### src/hw/rtl/two_link_inverse_kinematics_macros.svh
// assertion helpers shared by the asserting files
`ifndef TWO_LINK_INVERSE_KINEMATICS_MACROS_SVH
`define TWO_LINK_INVERSE_KINEMATICS_MACROS_SVH

// same-cycle implication, checked out of reset
`define TLIK_ASSERT_IMP(lbl, ante, cons, msg) \
    lbl: assert property (@(posedge aclk) disable iff (!aresetn) (ante) |-> (cons)) \
        else $error(msg);

// next-cycle implication, checked out of reset
`define TLIK_ASSERT_NXT(lbl, ante, cons, msg) \
    lbl: assert property (@(posedge aclk) disable iff (!aresetn) (ante) |=> (cons)) \
        else $error(msg);

`endif

### src/hw/rtl/tlik_pkg.sv
package tlik_pkg;

    // field widths
    localparam int XY_W = 20;
    localparam int L_W  = 19;
    localparam int SH_W = 18;
    localparam int EL_W = 17;

    // restoring divider for the elbow cosine, one quotient bit per stage
    localparam int ANUM_W    = 40;
    localparam int DEN_W     = 39;
    localparam int DIV_STEPS = 30;

    // root of 2^60 - c^2, one result bit per stage
    localparam int SQ_W       = 62;
    localparam int SQRT_STEPS = 31;

    // vectoring unit
    localparam int OP_W         = 52;
    localparam int CW           = 54;
    localparam int Z_W          = 26;
    localparam int NORM_STEPS   = 6;
    localparam int NORM_TOP     = 41;
    localparam int CORDIC_STEPS = 23;
    localparam int CORDIC_LAT   = 1 + NORM_STEPS + 1 + CORDIC_STEPS;

    localparam logic signed [Z_W-1:0] QUARTER_TURN = 26'sd5898240;

    typedef enum logic [1:0] {
        STATUS_OK      = 2'd0,
        STATUS_UNREACH = 2'd1,
        STATUS_LIMIT   = 2'd2
    } status_t;

    typedef enum logic [2:0] {
        REG_LINK1     = 3'd0,
        REG_LINK2     = 3'd1,
        REG_SH_MIN    = 3'd2,
        REG_SH_MAX    = 3'd3,
        REG_EL_MIN    = 3'd4,
        REG_EL_MAX    = 3'd5
    } reg_idx_t;

    // arctangent of 2^-i in degrees * 2^16
    function automatic logic signed [Z_W-1:0] atan_entry(input int unsigned i);
        case (i)
            0:  return 26'sd2949120;
            1:  return 26'sd1740967;
            2:  return 26'sd919879;
            3:  return 26'sd466945;
            4:  return 26'sd234379;
            5:  return 26'sd117304;
            6:  return 26'sd58666;
            7:  return 26'sd29335;
            8:  return 26'sd14668;
            9:  return 26'sd7334;
            10: return 26'sd3667;
            11: return 26'sd1833;
            12: return 26'sd917;
            13: return 26'sd458;
            14: return 26'sd229;
            15: return 26'sd115;
            16: return 26'sd57;
            17: return 26'sd29;
            18: return 26'sd14;
            19: return 26'sd7;
            20: return 26'sd4;
            21: return 26'sd2;
            22: return 26'sd1;
            default: return '0;
        endcase
    endfunction

endpackage

### src/hw/rtl/tlik_sqrt.sv
module tlik_sqrt (
    input  logic                          aclk,
    input  logic                          aresetn,
    input  logic                          en,
    input  logic                          in_valid,
    input  logic [tlik_pkg::SQ_W-1:0]     in_rad,
    output logic                          out_valid,
    output logic [tlik_pkg::SQRT_STEPS-1:0] out_root
);

    logic                          v_reg [tlik_pkg::SQRT_STEPS];
    logic [tlik_pkg::SQ_W-1:0]     n_reg [tlik_pkg::SQRT_STEPS];
    logic [tlik_pkg::SQ_W-1:0]     r_reg [tlik_pkg::SQRT_STEPS];

    for (genvar k = 0; k < tlik_pkg::SQRT_STEPS; k++) begin : g_step
        localparam logic [tlik_pkg::SQ_W-1:0] BIT =
            tlik_pkg::SQ_W'(1) << (2 * (tlik_pkg::SQRT_STEPS - 1 - k));
        logic                       v_in;
        logic [tlik_pkg::SQ_W-1:0]  n_in;
        logic [tlik_pkg::SQ_W-1:0]  r_in;
        logic [tlik_pkg::SQ_W-1:0]  trial;
        logic                       ge;

        if (k == 0) begin : g_first
            assign v_in = in_valid;
            assign n_in = in_rad;
            assign r_in = '0;
        end else begin : g_rest
            assign v_in = v_reg[k-1];
            assign n_in = n_reg[k-1];
            assign r_in = r_reg[k-1];
        end

        // one result bit per stage
        assign trial = r_in + BIT;
        assign ge    = n_in >= trial;

        always_ff @(posedge aclk) begin
            if (!aresetn) begin
                v_reg[k] <= 1'b0;
            end else if (en) begin
                v_reg[k] <= v_in;
            end
        end

        always_ff @(posedge aclk) begin
            if (en) begin
                n_reg[k] <= ge ? n_in - trial : n_in;
                r_reg[k] <= ge ? (r_in >> 1) + BIT : r_in >> 1;
            end
        end
    end

    assign out_valid = v_reg[tlik_pkg::SQRT_STEPS-1];
    assign out_root  = r_reg[tlik_pkg::SQRT_STEPS-1][tlik_pkg::SQRT_STEPS-1:0];

endmodule

### config.mk
export PLATFORM = sky130hd
export DESIGN_NAME = tlik_sqrt
export DESIGN_NICKNAME = d
export VERILOG_FILES = /design/src/hw/rtl/two_link_inverse_kinematics_macros.svh /design/src/hw/rtl/tlik_pkg.sv /design/src/hw/rtl/tlik_sqrt.sv
export SDC_FILE = /design/constraint.sdc
export NUM_CORES = 2
export LEC_CHECK = 0
export CORE_MARGIN = 5
export CORE_UTILIZATION = 31
export DETAILED_ROUTE_END_ITERATION = 16
export DONT_BUFFER_PORTS = 1
export MAX_ROUTING_LAYER = met4
export PLACE_DENSITY = 0.5
export SKIP_CTS_REPAIR_TIMING = 1
export SYNTH_ARGS = -nofsm -noshare
export SYNTH_HDL_FRONTEND = slang
export SYNTH_SLANG_ARGS = --single-unit
### constraint.sdc
create_clock -name aclk -period 9.17 [get_ports aclk]
set_input_delay 0.4585 -clock aclk [delete_from_list [all_inputs] [get_ports aclk]]
set_output_delay 0.4585 -clock aclk [all_outputs]
set_load 0.02 [all_outputs]
======== After elaboration in Yosys (flattened, before gate mapping) ========
Memory sizes are Yosys's and may differ from the RTL's.
Index checks and enable logic that the tools add are counted.
word-level totals
  bits in registers ....................... 0
  RAM bits ................................ 3875
  input port bits ......................... 66
  output and inout port bits .............. 32
  logic and storage cells ................. 254
  memories ................................ 3
operators by class
  add/subtract/negate cells ............... 91
  magnitude comparators ................... 31
  muxes and demuxes ....................... 98
  bitwise gates (word level) .............. 31
memory list
  memory  words  bits a word  read ports  clocked after Yosys merged registers in  write ports  line             text
  n_reg   31     62           30          0                                        31           tlik_sqrt.sv:12  logic [tlik_pkg::SQ_W-1:0] n_reg [tlik_pkg::SQRT_STEPS];
  r_reg   31     62           31          0                                        31           tlik_sqrt.sv:13  logic [tlik_pkg::SQ_W-1:0] r_reg [tlik_pkg::SQRT_STEPS];
  v_reg   31     1            31          0                                        31           tlik_sqrt.sv:11  logic v_reg [tlik_pkg::SQRT_STEPS];
operator list
  kind                      number
  $mux W62                  61
  $ge A62 B62 Y1            30
  $sub A62 B62 Y62          30
  $add A61 B1 Y62 const B   1
  $add A61 B11 Y62 const B  1
  $add A61 B13 Y62 const B  1
  $add A61 B15 Y62 const B  1
  $add A61 B17 Y62 const B  1
  $add A61 B19 Y62 const B  1
  $add A61 B21 Y62 const B  1
  $add A61 B23 Y62 const B  1
  $add A61 B25 Y62 const B  1
  $add A61 B27 Y62 const B  1
  $add A61 B29 Y62 const B  1
  $add A61 B3 Y62 const B   1
  $add A61 B31 Y62 const B  1
  $add A61 B33 Y62 const B  1
  $add A61 B35 Y62 const B  1
  $add A61 B37 Y62 const B  1
  $add A61 B39 Y62 const B  1
  $add A61 B41 Y62 const B  1
  $add A61 B43 Y62 const B  1
  $add A61 B45 Y62 const B  1
  $add A61 B47 Y62 const B  1
  44 further kinds          109

======== Depth between registers and ports, before layout ========
  depth in word-level cells ............... 4
  mapped depth ............................ 15
  gate-level depth less buffers ........... 13

======== Least setup slack after synthesis ========
OpenSTA, ideal clock, no wires.
  path type ............................... reg-to-reg
  start ................................... memory n_reg[25][13] in the netlist's numbering
  end ..................................... memory n_reg[26][53] in the netlist's numbering, data pin
  library setup time ...................... 0.258 ns
  arrival ................................. 3.247 ns
  data required time ...................... 8.912 ns
  path slack .............................. 5.665 ns
  cell stages (with the launch flop) ...... 13
  path buffers ............................ 1
  clock period less this slack ............ 3.505 ns
  cell sequence ........................... edfxtp_1 > ha_1 > a21o_1 > a21o_1 > a221o_1 > a21o_1 > a41o_1 > a21oi_1 > a21boi_1 > or3_1 > clkbuf_1 > or4_1 > xnor2_1
RTL lines
  item                line
  start: declaration  tlik_sqrt.sv:12

==> qor.csv <==
stage,metric,value,unit
critical_path,timing.critical_path.slowest_cell_delay,0.67,ns
logic_synthesis,synth_cell_types,101,
sta,period_minus_slack,5.086,ns
critical_path,cp_data_arrival_time,5.66,ns
routing,vias_per_cell,4.941,
die,die_height,614.7,um
clock_network,cts_tree,built,
clock_network,cts.sinks,2387,
cells_and_area,largest_register_ff_count,1860,
logic_synthesis,yosys_warnings,0,
die,placement_rows,222,
sta,fmax,0.1966,GHz
power_and_ir_drop,fin_total_pwr,31.69,mW
critical_path,rr_worst_depth,14,
routing,drt_pass1_iterations,6,
critical_path,critPathSlowestCell,sky130_fd_sc_hd__nor3_1,
logic_synthesis,synth_area_leaders,"sky130_fd_sc_hd__edfxtp_1, sky130_fd_sc_hd__ha_1, sky130_fd_sc_hd__xnor2_1, sky130_fd_sc_hd__xor2_1, sky130_fd_sc_hd__a21oi_1",
clock_network,numCtsBuffers,273,
sta,worst_pin_slew,1.241,ns
logic_synthesis,synth.avg_cell_area,12.65,um2
routing,routed_wl,277200,um
sta,slew_headroom,17.29,%
sta,unrepaired_setup_endpoints_after_global_routing,no,
critical_path,worst_ep_required_time,9.74,ns
clock_network,clkTransAtPathRegs,0.05,ns
sta,clock_skew,0.08516,ns
logic_synthesis,synth_top_area_cell,sky130_fd_sc_hd__edfxtp_1,
critical_path,cp-endpoint,n_reg[28][60]$_DFFE_PP_,
sta,setup_total_negative_slack,0,ns
clock_network,cts.path.max_buffers,4,
critical_path,rr_startpoint,r_reg[27][9]$_DFFE_PP_,
place,post_dp_cell_area,119500,um2
logic_synthesis,syn-cell-area,113400,um2
critical_path,critical_path.max_fanout,51,
cells_and_area,finish.cell_count_without_fillers,14210,
cells_and_area,design_area,128600,um2
critical_path,crit_path_start_kind,register,
grt,grt_use_total,14.64,%
sta,final_hold_viol_count,0,
logic_synthesis,number_of_flops_mapped_to_enable_cells_by_yosys,2386,
routing,via_count,70230,
cells_and_area,utilization,35.23,%
die,floorplan.initialDensity,31.06,%
run_status,status,"complete, no violations",
sta,finalCritPeriodShare,55.47,%
critical_path,critPathTopFamily,compound AO/OA/AOI/OAI gates,
critical_path,crit_path_start,r_reg[27][9]$_DFFE_PP_,
critical_path,timing.rr.end,n_reg[28][60]$_DFFE_PP_,
routing,route.detailed.drc,0,
grt,globalRouteOverflowTotal,0,
logic_synthesis,yosysSeqAreaShare,63.22,%
die,dieArea,377900,um2
place,number_of_placed_instances_taps_included,13670,
grt,grt_first_pass_wirelength,424800,um
logic_synthesis,yosysTopAreaCellShare,63.20,%
logic_synthesis,dominantRegCellSynth,sky130_fd_sc_hd__edfxtp_1,
sta,setup_viol_count_final,0,
flow_run,maxCapViolCount,0,
grt,grt_start_max_net_pins,199,
place,dp_hpwl,208500,um
logic_synthesis,cells_after_synth,8964,
die,die_width,614.7,um
critical_path,crit_type,reg -> reg,
die,design.portCount,98,
routing,drt-initial-drc-count,4752,
cells_and_area,commonest_cells_after_routing_fill_and_taps_aside,"sky130_fd_sc_hd__edfxtp_1, sky130_fd_sc_hd__inv_1, sky130_fd_sc_hd__nand2_1",
place,port-buffer-count,0,
routing,drtAntennaViolNets,0,
grt,vias_in_the_first_global_route,72050,
sta,timing.final.max_slew_violations,0,
logic_synthesis,synth_async_sr_flop_share,0,%
logic_synthesis,synth_nets,9555,
grt,grt_antenna_before_repair,5,
critical_path,cp_num_buf_inv,3,
power_and_ir_drop,power.static_leakage,47.21,nW
cells_and_area,nets_final,9785,
power_and_ir_drop,p_per_area,246.4,nW/um2
logic_synthesis,synth.ff_latch_count,2387,
critical_path,reg2reg_setup_slack,4.08,ns
critical_path,worstSetupPathDepth,14,
critical_path,cp-end-kind,register,
place,place_congestion,0.9243,
die,standard_cell_core_area,365000,um2
hold_path,hold-path-cell-count,3,
cells_and_area,layout-drive-gt1-share,6.196,%
routing,routed_wl_per_cell,19.50,um
power_and_ir_drop,worst_ir_drop_vdd,0.1458,mV
clock_network,root_buffer,sky130_fd_sc_hd__clkbuf_16,
clock_network,clk_latency,0.91,ns
clock_network,cts-htree-levels,5,
cells_and_area,layout_commonest_cell,sky130_fd_sc_hd__edfxtp_1,
critical_path,worstPathCellList,"inv_1, ha_1, nand4_1, a211oi_1, o21ai_0, a21oi_2, a311oi_1, o41a_1, clkinv_1, buf_4, nand2_1, nor3_1, nand3b_1, xnor2_1",
hold_path,worstHoldPathType,in -> reg,
cells_and_area,final.fill_count,35240,
cells_and_area,flow.area_growth_from_synthesis,13.43,%
==> layout make-up <==
| cell class | count | area [um2] | share of cell area, % |
|---|---|---|---|
| Tap cell | 4816 | 6026 | 4.686 |
| Clock buffer | 325 | 7154 | 5.564 |
| Clock inverter | 149 | 1282 | 0.9973 |
| Sequential cell | 2387 | 71670 | 55.73 |
| Timing Repair Buffer | 124 | 1261 | 0.9808 |
| Inverter | 665 | 2496 | 1.941 |
| Antenna cell | 5 | 12.51 | 0.009730 |
| Multi-Input combinational cell | 5743 | 38690 | 30.09 |
==> report_power, final <==
group,switching (mW),internal [mW]
clock network,4.37,6.02
registers,1.12,13.9
logic,3.74,2.57
==> layer usage <==
layer | global-route usage, % | share of wire (%) | up-vias
li1 | - | - | 34020
met1 | 15.44 | 38 | 34180
met2 | 27.36 | 54 | 1392
met3 | 1.864 | 3.3 | 636
met4 | 6.221 | 4.8 | 0
met5 | - | 0 | -
==> logic make-up after synthesis <==
family	count (synthesis)	synth area share, %
flops	2387	63.22
simple gates	2651	12.02
xor+xnor	816	6.304
mux	80	0.7781
fa+ha+maj	525	5.794
buf+inv	834	2.785
compound gates	1671	9.103
==> synth_stat cells, types with 29 or more instances <==
| cell | count |
|---|---|
| sky130_fd_sc_hd__edfxtp_1 | 2386 |
| sky130_fd_sc_hd__inv_1 | 661 |
| sky130_fd_sc_hd__nand2_1 | 646 |
| sky130_fd_sc_hd__nor2_1 | 535 |
| sky130_fd_sc_hd__a21oi_1 | 534 |
| sky130_fd_sc_hd__ha_1 | 525 |
| sky130_fd_sc_hd__o21ai_0 | 453 |
| sky130_fd_sc_hd__xnor2_1 | 428 |
| sky130_fd_sc_hd__xor2_1 | 388 |
| sky130_fd_sc_hd__nor4_1 | 327 |
| sky130_fd_sc_hd__nor3_1 | 220 |
| sky130_fd_sc_hd__a21o_1 | 195 |
| sky130_fd_sc_hd__nand3_1 | 165 |
| sky130_fd_sc_hd__clkbuf_1 | 134 |
| sky130_fd_sc_hd__nand4_1 | 128 |
| sky130_fd_sc_hd__nand2b_1 | 104 |
| sky130_fd_sc_hd__or3_1 | 86 |
| sky130_fd_sc_hd__nor2b_1 | 78 |
| sky130_fd_sc_hd__o21a_1 | 77 |
| sky130_fd_sc_hd__and3_1 | 71 |
| sky130_fd_sc_hd__mux2_2 | 63 |
| sky130_fd_sc_hd__or4_1 | 59 |
| sky130_fd_sc_hd__o21bai_1 | 52 |
| sky130_fd_sc_hd__nor4b_1 | 47 |
| sky130_fd_sc_hd__o31ai_1 | 46 |
| sky130_fd_sc_hd__a211oi_1 | 43 |
| sky130_fd_sc_hd__a31oi_1 | 36 |
| sky130_fd_sc_hd__and2_1 | 32 |
| sky130_fd_sc_hd__nand3b_1 | 30 |
| sky130_fd_sc_hd__or2_2 | 30 |
| sky130_fd_sc_hd__o211ai_1 | 29 |
==> tightest hold or removal path: cells and delay by family <==
| kind | cells | cell delay, ns |
|---|---|---|
| AND/OR/NAND/NOR | 2 | 0.12 |
| AO/OA/AOI/OAI | 1 | 0.17 |
==> stage by stage <==
stage / setup WS [ns] / hold slack [ns]
after floorplan: 5.665 / 0.4166
after global placement: 4.036 / 0.4254
after detailed placement: 4.065 / 0.4301
after CTS: 4.005 / -0.4708
after global routing: 3.673 / -0.002958
final: 4.084 / 0.04803
==> worst min path at each step <==
stage	start	endpoint	slack, ns
after CTS	in_rad[31]	n_reg[0][31]$_DFFE_PP_	-0.47
after floorplan	n_reg[11][35]$_DFFE_PP_	n_reg[12][35]$_DFFE_PP_	0.42
after global placement	n_reg[19][14]$_DFFE_PP_	n_reg[20][14]$_DFFE_PP_	0.43
after detailed placement	n_reg[10][13]$_DFFE_PP_	n_reg[11][13]$_DFFE_PP_	0.43
final	in_rad[43]	r_reg[0][60]$_DFFE_PP_	0.05
after global routing	in_rad[43]	r_reg[0][60]$_DFFE_PP_	-0.003
(Power assumes the default switching activity.)
